===== src/rtl/core/mkdb_pkg.sv =====
package mkdb_pkg;

   localparam logic       CMD_PIN       = 1'b0;
   localparam logic       CMD_TICK      = 1'b1;

   localparam logic [1:0] PH_IDLE       = 2'd0;
   localparam logic [1:0] PH_DEBOUNCE   = 2'd1;
   localparam logic [1:0] PH_PRESSED    = 2'd2;

   localparam logic       EV_PRESS      = 1'b0;
   localparam logic       EV_RELEASE    = 1'b1;

   localparam logic [1:0] CSR_DEBOUNCE  = 2'd0;
   localparam logic [1:0] CSR_PRESS_HI  = 2'd1;
   localparam logic [1:0] CSR_KEY_EN    = 2'd2;

   localparam logic [15:0] DEBOUNCE_RESET = 16'd20;
   localparam logic [7:0]  PRESS_HI_RESET = 8'h00;
   localparam logic [7:0]  KEY_EN_RESET   = 8'hFF;

   typedef struct packed {
      logic       cmd;
      logic [2:0] key_index;
      logic       level;
   } req_payload_type;

   typedef struct packed {
      logic [2:0] key_id;
      logic       key_event;
      logic       last;
   } rsp_payload_type;

endpackage


===== src/rtl/core/multi_key_debounce_fsm_core.sv =====
// Debounces up to NUM_KEYS keys whose state (phase, countdown, last pin level) lives in one
// synchronous RAM with one entry per key. A pin change request first reads the key's entry,
// then updates it and reports a release if needed. A tick request walks the RAM one key per
// cycle, except while the response side holds off a press report. Press reports of a tick
// come in key order, and the last response caused by a request carries last = 1. A new
// request is taken as soon as the previous one is done, even while its final response still
// waits in the output register. Entries need no clearing pass after reset: a per-key valid
// bit makes an unwritten entry read as idle.
module multi_key_debounce_fsm_core
   import mkdb_pkg::*;
#(
   parameter int NUM_KEYS   = 8,
   parameter int COUNT_BITS = 16
) (
   input  logic            clock,
   input  logic            reset,
   input  logic            req_valid,
   output logic            req_ready,
   input  req_payload_type req_data,
   output logic            rsp_valid,
   input  logic            rsp_ready,
   output rsp_payload_type rsp_data,
   input  logic            csr_we,
   input  logic [1:0]      csr_index,
   input  logic [15:0]     csr_wdata
);

   localparam int KEY_BITS = (NUM_KEYS > 1) ? $clog2(NUM_KEYS) : 1;
   localparam int ENTRY_W  = COUNT_BITS + 3;
   localparam logic [KEY_BITS-1:0] LAST_KEY = KEY_BITS'(NUM_KEYS - 1);

   typedef enum logic [3:0] {
      S_IDLE  = 4'b0001,
      S_PIN   = 4'b0010,
      S_SWEEP = 4'b0100,
      S_FLUSH = 4'b1000
   } state_type;

   function automatic logic mask_bit(input logic [7:0] m, input logic [31:0] k);
      logic r;
      r = 1'b0;
      if (k < 32'd8) begin
         r = m[k[2:0]];
      end
      return r;
   endfunction

   state_type             state_ff, state_in;
   logic [KEY_BITS-1:0]   idx_ff, idx_in;
   logic                  lvl_ff, lvl_in;
   logic                  pend_valid_ff, pend_valid_in;
   logic [2:0]            pend_key_ff, pend_key_in;
   logic                  rsp_valid_ff, rsp_valid_in;
   rsp_payload_type       rsp_data_ff, rsp_data_in;
   logic [15:0]           debounce_ticks_ff;
   logic [7:0]            press_high_ff;
   logic [7:0]            key_enable_ff;

   logic [ENTRY_W-1:0]    key_mem_ff [NUM_KEYS];
   logic [NUM_KEYS-1:0]   entry_valid_ff;
   logic [ENTRY_W-1:0]    rd_data_ff;
   logic                  rd_valid_ff;

   logic                  rd_en, wr_en;
   logic [KEY_BITS-1:0]   rd_addr;
   logic [ENTRY_W-1:0]    wr_data;

   logic [ENTRY_W-1:0]    cur_entry;
   logic [1:0]            cur_phase;
   logic [COUNT_BITS-1:0] cur_left;
   logic                  cur_pin;
   logic [COUNT_BITS-1:0] load_val;
   logic                  slot_free;
   logic [31:0]           req_key32;
   logic [31:0]           idx32;
   logic                  req_key_ok;

   logic [1:0]            pin_phase;
   logic [COUNT_BITS-1:0] pin_left;
   logic                  pin_emit;
   logic [1:0]            tick_phase;
   logic [COUNT_BITS-1:0] tick_left;
   logic                  tick_emit;

   assign req_ready = (state_ff == S_IDLE);
   assign rsp_valid = rsp_valid_ff;
   assign rsp_data  = rsp_data_ff;
   assign slot_free = !rsp_valid_ff || rsp_ready;

   assign cur_entry = rd_valid_ff ? rd_data_ff : '0;
   assign cur_phase = cur_entry[ENTRY_W-1 -: 2];
   assign cur_left  = cur_entry[COUNT_BITS:1];
   assign cur_pin   = cur_entry[0];

   assign req_key32  = 32'(req_data.key_index);
   assign idx32      = 32'(idx_ff);
   assign req_key_ok = (req_key32 < NUM_KEYS) && mask_bit(key_enable_ff, req_key32);

   always_comb begin
      load_val = COUNT_BITS'(debounce_ticks_ff);
      if (load_val == '0) begin
         load_val = COUNT_BITS'(1);
      end
   end

   always_comb begin
      pin_phase = cur_phase;
      pin_left  = cur_left;
      pin_emit  = 1'b0;
      case (cur_phase)
         PH_IDLE: begin
            if (lvl_ff == mask_bit(press_high_ff, idx32)) begin
               pin_phase = PH_DEBOUNCE;
               pin_left  = load_val;
            end else begin
               pin_emit = 1'b1;
            end
         end
         PH_DEBOUNCE: begin
            pin_phase = PH_DEBOUNCE;
         end
         PH_PRESSED: begin
            pin_phase = PH_IDLE;
            pin_emit  = 1'b1;
         end
         default: begin
            pin_phase = PH_IDLE;
         end
      endcase
   end

   always_comb begin
      tick_phase = cur_phase;
      tick_left  = cur_left;
      tick_emit  = 1'b0;
      if (cur_phase == PH_DEBOUNCE) begin
         if (cur_left > COUNT_BITS'(1)) begin
            tick_left = cur_left - COUNT_BITS'(1);
         end else begin
            tick_left = '0;
            if (cur_pin == mask_bit(press_high_ff, idx32)) begin
               tick_phase = PH_PRESSED;
               tick_emit  = 1'b1;
            end else begin
               tick_phase = PH_IDLE;
            end
         end
      end
   end

   always_comb begin
      state_in      = state_ff;
      idx_in        = idx_ff;
      lvl_in        = lvl_ff;
      pend_valid_in = pend_valid_ff;
      pend_key_in   = pend_key_ff;
      rsp_valid_in  = rsp_valid_ff && !rsp_ready;
      rsp_data_in   = rsp_data_ff;
      rd_en         = 1'b0;
      rd_addr       = idx_ff;
      wr_en         = 1'b0;
      wr_data       = cur_entry;
      unique case (state_ff)
         S_IDLE: begin
            if (req_valid) begin
               if (req_data.cmd == CMD_TICK) begin
                  rd_en    = 1'b1;
                  rd_addr  = '0;
                  idx_in   = '0;
                  state_in = S_SWEEP;
               end else if (req_key_ok) begin
                  rd_en    = 1'b1;
                  rd_addr  = req_key32[KEY_BITS-1:0];
                  idx_in   = req_key32[KEY_BITS-1:0];
                  lvl_in   = req_data.level;
                  state_in = S_PIN;
               end
            end
         end
         S_PIN: begin
            if (!pin_emit || slot_free) begin
               wr_en   = 1'b1;
               wr_data = {pin_phase, pin_left, lvl_ff};
               if (pin_emit) begin
                  rsp_valid_in = 1'b1;
                  rsp_data_in  = '{key_id: idx32[2:0], key_event: EV_RELEASE, last: 1'b1};
               end
               state_in = S_IDLE;
            end
         end
         S_SWEEP: begin
            if (!(tick_emit && pend_valid_ff && !slot_free)) begin
               wr_en   = 1'b1;
               wr_data = {tick_phase, tick_left, cur_pin};
               if (tick_emit) begin
                  if (pend_valid_ff) begin
                     rsp_valid_in = 1'b1;
                     rsp_data_in  = '{key_id: pend_key_ff, key_event: EV_PRESS, last: 1'b0};
                  end
                  pend_valid_in = 1'b1;
                  pend_key_in   = idx32[2:0];
               end
               if (idx_ff == LAST_KEY) begin
                  state_in = S_FLUSH;
               end else begin
                  rd_en   = 1'b1;
                  rd_addr = idx_ff + KEY_BITS'(1);
                  idx_in  = idx_ff + KEY_BITS'(1);
               end
            end
         end
         S_FLUSH: begin
            if (!pend_valid_ff) begin
               state_in = S_IDLE;
            end else if (slot_free) begin
               rsp_valid_in  = 1'b1;
               rsp_data_in   = '{key_id: pend_key_ff, key_event: EV_PRESS, last: 1'b1};
               pend_valid_in = 1'b0;
               state_in      = S_IDLE;
            end
         end
         default: begin
            state_in = S_IDLE;
         end
      endcase
   end

   always_ff @(posedge clock) begin
      if (wr_en) begin
         key_mem_ff[idx_ff] <= wr_data;
      end
      if (rd_en) begin
         rd_data_ff  <= key_mem_ff[rd_addr];
         rd_valid_ff <= entry_valid_ff[rd_addr];
      end
   end

   always_ff @(posedge clock) begin
      if (reset) begin
         state_ff          <= S_IDLE;
         pend_valid_ff     <= 1'b0;
         rsp_valid_ff      <= 1'b0;
         entry_valid_ff    <= '0;
         debounce_ticks_ff <= DEBOUNCE_RESET;
         press_high_ff     <= PRESS_HI_RESET;
         key_enable_ff     <= KEY_EN_RESET;
      end else begin
         state_ff      <= state_in;
         pend_valid_ff <= pend_valid_in;
         rsp_valid_ff  <= rsp_valid_in;
         if (wr_en) begin
            entry_valid_ff[idx_ff] <= 1'b1;
         end
         if (csr_we) begin
            unique case (csr_index)
               CSR_DEBOUNCE: debounce_ticks_ff <= csr_wdata;
               CSR_PRESS_HI: press_high_ff     <= csr_wdata[7:0];
               CSR_KEY_EN:   key_enable_ff     <= csr_wdata[7:0];
               default: ;
            endcase
         end
      end
   end

   always_ff @(posedge clock) begin
      idx_ff      <= idx_in;
      lvl_ff      <= lvl_in;
      pend_key_ff <= pend_key_in;
      rsp_data_ff <= rsp_data_in;
   end

endmodule


===== config.mk =====
export PLATFORM = sky130hd
export DESIGN_NAME = multi_key_debounce_fsm_core
export DESIGN_NICKNAME = d
export VERILOG_FILES = /design/src/rtl/core/mkdb_pkg.sv /design/src/rtl/core/multi_key_debounce_fsm_core.sv
export SDC_FILE = /design/constraint.sdc
export NUM_CORES = 1
export LEC_CHECK = 0
export BUFFER_PORTS_ARGS = -buffer_cell sky130_fd_sc_hd__buf_2
export CORE_MARGIN = 5
export CORE_UTILIZATION = 51
export CTS_CLUSTER_DIAMETER = 200
export CTS_CLUSTER_SIZE = 8
export DETAILED_ROUTE_END_ITERATION = 10
export MAX_ROUTING_LAYER = met4
export PLACE_DENSITY = 0.68
export SLEW_MARGIN = 0
export SYNTH_ARGS = -nofsm -noshare
export SYNTH_HDL_FRONTEND = slang
export SYNTH_SLANG_ARGS = --single-unit

===== constraint.sdc =====
create_clock -name clock -period 5.9 [get_ports clock]
set_input_delay 1.18 -clock clock [delete_from_list [all_inputs] [get_ports clock]]
set_output_delay 1.18 -clock clock [all_outputs]
set_load 0.005 [all_outputs]

==> flow_metrics.env, run 1 <==
export IMPL_status="finished clean"
export IMPL_cts_hold_buf=0
export IMPL_yosysTopAreaCellShare_pct=53.98
export IMPL_cts_tree="done"
export IMPL_tns_ns=0
export IMPL_wl_per_cell_um=21.48
export IMPL_worstPathCellList="buf_2 -> mux2i_1 -> mux4_2 -> a21boi_2 -> o221ai_1 -> a32oi_1 -> and2_4 -> clkinv_4 -> nand2_1 -> o22ai_1 -> a2111oi_2"
export IMPL_cts_setup_buffers=0
export IMPL_crit_path_end_kind="flip-flop"
export IMPL_cts_sinks=230
export IMPL_critPathMaxStageDelay_ns=0.72
export IMPL_syn_instance_count=810
export IMPL_rsz0062_at_grt="false"
export IMPL_synthArstFlopShare_pct=0
export IMPL_place_gp_congestion=0.9229
export IMPL_synthesis_area_um2=10070
export IMPL_syn_avg_cell_area_um2=12.43
export IMPL_cts_inserted_buffers=34
export IMPL_synthMuxAreaShare_pct=4.238
export IMPL_yosysTopAreaCell="edfxtp_1"
export IMPL_drt_iter0_drc=621
export IMPL_reg2reg_slack_ns=1.57
export IMPL_critical_path_class="primary input to flip-flop"
export IMPL_fmax_mhz=228.8
export IMPL_design_core_area_um2=19460
export IMPL_avgViaCountPerCell=6.059
export IMPL_cp_arrival_ns=4.67
export IMPL_final_core_util_pct=58.75
export IMPL_ys_seq_elements=230
export IMPL_hold_viol=0
export IMPL_synthAdderAreaFrac_pct=0.3728
export IMPL_synth_warnings=0
export IMPL_worst_pin_slew_ns=1.150
export IMPL_finClkSkew_ns=0.01359
export IMPL_grt_pass1_vias=6860
export IMPL_antenna_cells=0
export IMPL_ys_seq_area_share_pct=63.73
export IMPL_slew_headroom_pct=22.52
export IMPL_cp_required_ns=6.20
export IMPL_die_width_um=150.5
export IMPL_fin_crit_ns=4.371
export IMPL_p_leak_nw=4.148
export IMPL_fin_nets=880
export IMPL_fillers=1536
export IMPL_ir_drop_v=0.0002250
export IMPL_finalNonFillerCells=1130
export IMPL_synthSimpleGateAreaFrac_pct=13.52
export IMPL_synth_compound_area_share_pct=13.84
export IMPL_cp_num_buf_inv=2
export IMPL_clk_latency_ns=0.51
export IMPL_die_h_um=150.5
export IMPL_cp_max_fo=23
export IMPL_power_density_nw_per_um2=425.7
export IMPL_num_vias=6847
export IMPL_maxCapViolCount=0
export IMPL_areaGrowthSynthToFinish_pct=13.56
export IMPL_cp_start_kind="primary input"
export IMPL_antenna_found_initial=0
export IMPL_gr_total_overflow=0
export IMPL_cts_htree_levels=2
export IMPL_cts_resized=0
export IMPL_drive_above_1_share_pct=16.42
export IMPL_synth_top_family_by_area="compound AO/OA/AOI/OAI gates"
export IMPL_cts_root_buf="clkbuf_16"
export IMPL_die_area_um2=22650
export IMPL_drt_wl_total_um=24280
export IMPL_setup_viol=0
export IMPL_p_total_mw=4.867
export IMPL_synth_xor_xnor_area_share_pct=0.4349
export IMPL_drv_slew=0
export IMPL_synth_edf_count=181
export IMPL_critPathSlowestCell="nand2_1"
export IMPL_path_clk_slew_ns=0.05
export IMPL_grtUsageTotal_pct=22.67
export IMPL_clk_path_buf_depth=3
export IMPL_drcViolationCount=0
export IMPL_grt_start_max_net_pins=47
export IMPL_row_count=51
export IMPL_crit_family="compound AO/OA/AOI/OAI gates"
export IMPL_synth_top_flop_cell="edfxtp_1"
export IMPL_synthesis_nets=841
export IMPL_dr_pass1_iters=5
export IMPL_io_pins=35
export IMPL_grt_pass1_wl_um=38020
export IMPL_yosys_top_cells_area="edfxtp_1 (54%), dfxtp_1 (9.7%), nand2_1 (4.5%)"
export IMPL_period_share_pct=74.09
export IMPL_hpwl_um=15920
export IMPL_hold_class="flip-flop to flip-flop"
export IMPL_timing_hold_ws_ns=0.4696
export IMPL_port_buffers=34
export IMPL_synth_cell_types=78
export IMPL_initial_core_util_pct=51.73
export IMPL_ant_nets=0
export IMPL_dp_cells=1078
==> report_power, final <==
group | internal, mW | switching, mW
combinational | 0.349 | 0.642
sequential | 1.99 | 0.134
clock | 1.08 | 0.671
total | 3.42 | 1.45
==> cell usage in the layout, fill, tap and decap left out, drive strengths merged, types with 25 or more instances in the layout <==
cell,Yosys,layout
mux2i,37,37
dfxtp,49,49
nand2,120,120
inv,28,30
clkbuf,24,49
buf,22,49
nor2,76,76
a21oi,43,43
edfxtp,181,181
o22ai,25,25
==> path summary, 6_finish.rpt <==
kind         cells past startpoint                to             start
max reg2reg                     10    rd_data_ff[16]         idx_ff[1]
min reg2reg                      2  key_enable_ff[5]  key_enable_ff[5]
min                              2  key_enable_ff[5]  key_enable_ff[5]
max                             11    rd_data_ff[16]       req_data[1]
==> final cells by class <==
type	instances	area, um2	area share (%)
tap	265	331.6	2.900
timing repair buffer	49	282.8	2.473
sequential	230	6416	56.12
clock buffer	49	917.1	8.021
inverter	30	118.9	1.040
clock inverter	3	58.81	0.5143
multi-input combinational	504	3308	28.93
==> worst register-to-register path, cell delays in order, from the launching register on <==
cell and delay [ns]:
dfxtp_1 0.67, inv_1 0.23, o32a_1 0.44, and4_1 0.20
or2_1 0.34, a32oi_1 0.24, and2_4 0.39, clkinv_4 0.28
nand2_1 0.72, o22ai_1 0.20, a2111oi_2 0.40
==> through the flow <==
stage,setup slack [ns],cell area (um2)
2_1_floorplan,1.462,10070
3_3_place_gp,1.137,10460
3_5_place_dp,0.9733,10460
4_1_cts,1.503,11430
5_1_grt,1.159,11430
6_report,1.529,11430
==> sequential cells by signal, summed over array words and instances (netlist names), 4 cells and up <==
| register | flops |
|---|---|
| press_high_ff | 8 |
| rsp_data | 5 |
| state_ff | 4 |
| key_enable_ff | 8 |
| key_mem_ff | 152 |
| rd_data_ff | 19 |
| debounce_ticks_ff | 16 |
| entry_valid_ff | 8 |
==> Yosys cell counts (4+ instances only) <==
master,count
edfxtp_1,181
nand2_1,120
nor2_1,75
dfxtp_1,49
a21oi_1,43
mux2i_1,37
inv_1,27
o22ai_1,25
clkbuf_1,24
a2111oi_2,19
a32o_1,19
nand3b_1,15
o21ai_0,12
nor3_1,11
buf_2,10
a31oi_1,9
a221o_1,8
and2_1,8
nand3_1,7
o31ai_1,7
and3_1,5
buf_6,5
nor4_1,5
buf_4,4
==> cell families (layout without fill, tap and decap cells) <==
family / Yosys count / count (layout)
flip-flops: 230 / 230
multiplexers: 41 / 41
XOR/XNOR: 5 / 5
adder cells (fa/ha/maj): 3 / 3
AND/OR/NAND/NOR: 280 / 280
buffers and inverters: 76 / 131
AO/OA/AOI/OAI: 175 / 175
==> per-layer routing <==
layer | track usage (%) | vias to the layer above | part of all wire, %
met5 | - | - | 0
met4 | 8.692 | 0 | 3.2
met3 | 3.642 | 56 | 6.5
met2 | 34.78 | 265 | 47
met1 | 30.64 | 3396 | 43
li1 | - | 3130 | -
Note: power is estimated with default switching activity, not from simulation.
==> run 2, diff against run 1 <==
Settings changed: ABC_AREA set to 1, PLACE_DENSITY 0.68 to 0.7.
Clock period 5.9 ns to 3.8 ns, I/O delays scaled along.
==> flow_metrics.env, run 2 <==
export IMPL_cp_required_ns=4.06
export IMPL_setup_viol=0
export IMPL_largest_reg_flops=152
export IMPL_grt_pass1_wl_um=42250
export IMPL_drt_iter0_drc=713
export IMPL_grtUsageTotal_pct=22.34
export IMPL_ys_seq_elements=230
export IMPL_drive_above_1_share_pct=9.916
export IMPL_synthesis_nets=1293
export IMPL_synth_commonest_cells="nand2_1 (296), inv_1 (216), nand3_1 (191)"
export IMPL_highest_signal_layer="met4"
export IMPL_die_area_um2=24870
export IMPL_cts_resized=0
export IMPL_period_share_pct=85.45
export IMPL_fin_ws_ns=0.5527
export IMPL_antenna_found_initial=0
export IMPL_p_leak_nw=5.634
export IMPL_cts_inserted_buffers=34
export IMPL_synth_cell_types=41
export IMPL_cts_tree="done"
export IMPL_drcViolationCount=0
export IMPL_syn_avg_cell_area_um2=8.817
export IMPL_gr_total_overflow=0
export IMPL_ys_seq_area_share_pct=57.66
export IMPL_synth_edf_count=181
export IMPL_biggestRegsByFlops="key_mem_ff: 152 flops, rd_data_ff: 19 flops, debounce_ticks_ff: 16 flops"
export IMPL_status="finished clean"
export IMPL_cts_setup_buffers=0
export IMPL_finClkSkew_ns=0.01770
export IMPL_synth_warnings=0
export IMPL_cts_root_buf="clkbuf_16"
export IMPL_grt_pass1_vias=8175
export IMPL_syn_instance_count=1262
export IMPL_wl_met2_um=12630
export IMPL_ir_drop_v=0.0008607
export IMPL_io_pins=35
export IMPL_wl_met3_um=1288
export IMPL_avgViaCountPerCell=5.280
export IMPL_ant_nets=0
export IMPL_dr_pass1_iters=5
export IMPL_clk_path_buf_depth=3
export IMPL_place_gp_congestion=0.9342
export IMPL_fin_nets=1331
export IMPL_hpwl_um=15810
export IMPL_cp_max_fo=80
export IMPL_rsz0062_at_grt="false"
export IMPL_reg2reg_slack_ns=0.55
export IMPL_initial_core_util_pct=51.46
export IMPL_cts_sinks=230
export IMPL_drv_slew=0
export IMPL_cts_htree_levels=2
export IMPL_antenna_cells=0
export IMPL_cp_start_kind="flip-flop"
export IMPL_yosysMostFrequentCell="nand2_1"
export IMPL_clk_latency_ns=0.50
export IMPL_wl_met1_um=11520
export IMPL_cts_hold_buf=0
export IMPL_critical_path_class="flip-flop to flip-flop"
export IMPL_areaGrowthSynthToFinish_pct=12.23
export IMPL_yosys_top_cells_area="edfxtp_1 (49%), nand2_1 (10%), dfxtp_1 (8.8%)"
export IMPL_die_width_um=157.7
export IMPL_cp_arrival_ns=3.51
export IMPL_synth_top_flop_cell="edfxtp_1"
export IMPL_die_h_um=157.7
export IMPL_regMostFlops="key_mem_ff"
export IMPL_hold_viol=0
export IMPL_yosysTopAreaCell="edfxtp_1"
export IMPL_crit_path_end_kind="flip-flop"
export IMPL_fin_crit_ns=3.247
export IMPL_num_vias=8401
export IMPL_path_clk_slew_ns=0.05
export IMPL_layout_commonest_cell="nand2_1"
export IMPL_wl_per_cell_um=16.43
export IMPL_hold_class="primary input to flip-flop"
export IMPL_final_cell_mix="nand2_1 (295), inv_1 (216), nand3_1 (191), edfxtp_1 (181), nor2_1 (85)"
export IMPL_slew_headroom_pct=39.20
export IMPL_power_density_nw_per_um2=922.8
export IMPL_synthArstFlopShare_pct=0
export IMPL_drt_wl_total_um=26140
export IMPL_yosysTopAreaCellShare_pct=48.85
export IMPL_dpl_worst_slack_ns=0.5931
export IMPL_port_buffers=34
export IMPL_synthesis_area_um2=11130
export IMPL_tns_ns=0
export IMPL_worst_pin_slew_ns=0.9120
export IMPL_fillers=1901
export IMPL_design_core_area_um2=21620
export IMPL_maxCapViolCount=0
export IMPL_row_count=54
export IMPL_grt_start_max_net_pins=82
export IMPL_fmax_mhz=308.0
==> run 2: kinds of logic (layout without fill, tap and decap cells) <==
family | Yosys count | in the layout | share of synthesized area (%)
simple gates | 620 | 620 | 24.71
flops | 230 | 230 | 57.66
compound gates | 124 | 124 | 6.398
buf+inv | 278 | 327 | 10.35
fa+ha+maj | 3 | 3 | 0.3374
xor+xnor | 7 | 7 | 0.5510
==> run 2: power by group <==
group | switching, mW | internal, mW
sequential | 0.181 | 3.48
combinational | 3.71 | 1.46
clock | 1.02 | 1.68
==> run 2: critical path, cell delays in order, from the launching register on <==
cell	delay (ns)
edfxtp_1	0.39
buf_4	0.29
nand2_1	0.18
ha_1	0.27
or2_2	0.31
nand3_2	0.08
nor2_1	0.04
nand2_1	0.09
inv_2	0.07
nand3_4	0.10
nand2_2	0.06
nand2_1	0.07
nand3_2	0.08
nand2_4	0.13
buf_12	0.32
nand3_1	0.15
nand3_1	0.14
nand2_1	0.07
nand2_1	0.05
nand2_1	0.06
==> run 2: final timing paths <==
kind,from,endpoint,depth (start not counted)
max,rd_valid_ff,rd_data_ff[16],19
min,req_data[0],lvl_ff,1
max reg2reg,rd_valid_ff,rd_data_ff[16],19
min reg2reg,key_enable_ff[2],key_enable_ff[2],2
==> run 2: cell type report <==
type	count	area, um2	share of cell area, %
well taps	280	350.3	2.805
multi-input cells	754	3568	28.57
clock buffers	45	923.4	7.394
repair buffers	56	360.3	2.885
inverters	224	840.8	6.733
flip-flops and latches	230	6416	51.38
clock inverters	2	28.78	0.2304
==> run 2: metal layers <==
metal  vias to the layer above  GRT usage [%]
met5                         -              -
met1                      3925          27.70
li1                       4207              -
met3                        69          3.827
met4                         0          7.702
met2                       200          37.23
==> run 2: through the flow <==
step	utilization (%)	instance area [um2]	hold WS [ns]	power (mW)	cells
2_1_floorplan	-	11130	0.4236	7.673	1262
3_3_place_gp	53.36	11540	0.4406	8.751	1544
3_5_place_dp	53.36	11540	0.4458	8.852	1544
4_1_cts	57.76	12490	0.4267	11.58	1591
5_1_grt	57.76	12490	0.4344	12.43	1591
6_report	57.76	12490	0.4387	11.52	1591
==> run 3, diff against run 2 <==
Settings changed: PLACE_DENSITY 0.7 to 0.67.
Clock period 3.8 ns to 3.7 ns, I/O delays scaled along.
==> flow_metrics.env, run 3 (synthesis gave the netlist of run 2 again) <==
export IMPL_status="finished clean"
export IMPL_r2r_end="rd_data_ff[3]"
export IMPL_critical_path_class="flip-flop to flip-flop"
export IMPL_cp_max_fo=81
export IMPL_grtUsageTotal_pct=23.15
export IMPL_row_count=54
export IMPL_slew_headroom_pct=41.48
export IMPL_finalNonFillerCells=1591
export IMPL_final_cell_mix="nand2_1 (295), inv_1 (216), nand3_1 (191), edfxtp_1 (181), nor2_1 (85)"
export IMPL_cts_htree_levels=2
export IMPL_fin_ws_ns=0.3786
export IMPL_avgViaCountPerCell=5.287
export IMPL_rsz0062_at_grt="false"
export IMPL_tns_ns=0
export IMPL_layout_commonest_cell="nand2_1"
export IMPL_biggestRegsByFlops="key_mem_ff: 152 flops, rd_data_ff: 19 flops, debounce_ticks_ff: 16 flops"
export IMPL_cts_setup_buffers=0
export IMPL_final_core_util_pct=57.99
export IMPL_num_vias=8412
export IMPL_place_gp_congestion=0.9142
export IMPL_die_h_um=157.7
export IMPL_hold_class="primary input to flip-flop"
export IMPL_cp_required_ns=3.95
export IMPL_die_width_um=157.7
export IMPL_die_area_um2=24870
export IMPL_crit_path_end_kind="flip-flop"
export IMPL_fillers=1903
export IMPL_grt_start_max_net_pins=82
export IMPL_io_pins=35
export IMPL_min_from="req_data[0]"
export IMPL_port_buffers=34
export IMPL_grt_pass1_vias=8037
export IMPL_cts_root_buf="clkbuf_16"
export IMPL_min_to="lvl_ff"
export IMPL_setup_viol=0
export IMPL_final_area_um2=12540
export IMPL_ir_drop_v=0.0006490
export IMPL_grt_pass1_wl_um=43600
export IMPL_antenna_found_initial=0
export IMPL_worstHoldPathCells=1
export IMPL_drcViolationCount=0
export IMPL_fmax_mhz=301.1
export IMPL_cts_tree="done"
export IMPL_fin_crit_ns=3.321
export IMPL_drt_iter0_drc=613
export IMPL_multi_input_area_um2=3573
export IMPL_cp_start_kind="flip-flop"
export IMPL_regArea_um2=6416
export IMPL_dpl_cell_area_um2=11590
export IMPL_drive_above_1_share_pct=10.14
export IMPL_antenna_cells=0
export IMPL_largest_reg_flops=152
export IMPL_ant_nets=0
export IMPL_p_leak_nw=5.657
export IMPL_p_total_mw=11.94
export IMPL_worst_pin_slew_ns=0.8768
export IMPL_finClkSkew_ns=0.01847
export IMPL_dp_cells=1547
export IMPL_wl_per_cell_um=16.96
export IMPL_maxCapViolCount=0
export IMPL_drv_slew=0
export IMPL_clk_latency_ns=0.51
export IMPL_cp_arrival_ns=3.57
export IMPL_regMostFlops="key_mem_ff"
export IMPL_period_share_pct=89.77
export IMPL_design_core_area_um2=21620
export IMPL_dpl_worst_slack_ns=0.3246
export IMPL_initial_core_util_pct=51.46
export IMPL_cts_sinks=230
export IMPL_power_density_nw_per_um2=952.7
export IMPL_rr_worst_depth=19
export IMPL_timing_hold_ws_ns=0.4152
export IMPL_dr_pass1_iters=5
export IMPL_hold_viol=0
export IMPL_clk_path_buf_depth=3
export IMPL_areaGrowthSynthToFinish_pct=12.68
export IMPL_path_clk_slew_ns=0.05
export IMPL_gr_total_overflow=0
export IMPL_fin_nets=1334
export IMPL_cts_inserted_buffers=34
export IMPL_hpwl_um=16440
export IMPL_r2r_start="rd_valid_ff"
export IMPL_reg2reg_slack_ns=0.38
export IMPL_drt_wl_total_um=26990
==> run 3: cell types whose count changed in the layout (fill, tap and decap cells not counted), sizes merged <==
cell | previous run | this run
clkinv | 2 | 5
buf | 56 | 59
clkbuf | 45 | 41
inv | 224 | 222
==> run 3: how the worst max path moves through the flow <==
| stage | from | endpoint |
|---|---|---|
| floorplan | rd_valid_ff | rd_data_ff[0] |
| global placement | rd_valid_ff | key_mem_ff[0][18] |
| detailed placement | rd_valid_ff | key_mem_ff[0][18] |
| CTS | rd_valid_ff | key_mem_ff[5][18] |
| global route | rd_valid_ff | rd_data_ff[11] |
| finish | rd_valid_ff | rd_data_ff[3] |
==> run 3: routing by layer <==
| layer | global-route usage, % | vias to the layer above | share of wire, % |
|---|---|---|---|
| met1 | 30.74 | 3892 | 44 |
| met5 | - | - | 0 |
| met2 | 37.03 | 253 | 48 |
| li1 | - | 4204 | - |
| met4 | 7.292 | 0 | 2.9 |
| met3 | 3.390 | 63 | 5.4 |
==> run 3: worst max-delay path, cell delays in order, from the launching register on <==
cell	delay (ns)
edfxtp_1	0.47
buf_4	0.27
nand2_1	0.21
nand2_1	0.15
nor2_2	0.17
nand3_2	0.12
nor2_1	0.12
nand2_1	0.09
inv_2	0.10
nand3_4	0.11
nand2_2	0.09
nand2_1	0.06
nand3_2	0.08
nand2_4	0.14
nand2_8	0.41
nand2_1	0.14
nand3_1	0.12
nand2_1	0.06
nand2_1	0.05
nand2_1	0.06
==> run 3: where the power goes <==
group	switching, mW	leakage (nW)	internal [mW]
clock	1.07	0.458	1.68
sequential	0.202	2.06	3.58
combinational	3.85	3.14	1.57
total	5.12	5.66	6.83
==> run 3: cell type report <==
type                       count  area share [%]
multi-input combinational    754           28.50
timing repair buffer          59           3.253
clock inverter                 3          0.4990
sequential                   230           51.17
inverter                     224           6.706
clock buffer                  41           7.075
tap                          280           2.794
==> run 3: what timing repair did <==
action	4_1_cts	5_1_grt
setup endpoints to repair	0	8
hold buffers	0	0
resized for setup	0	1
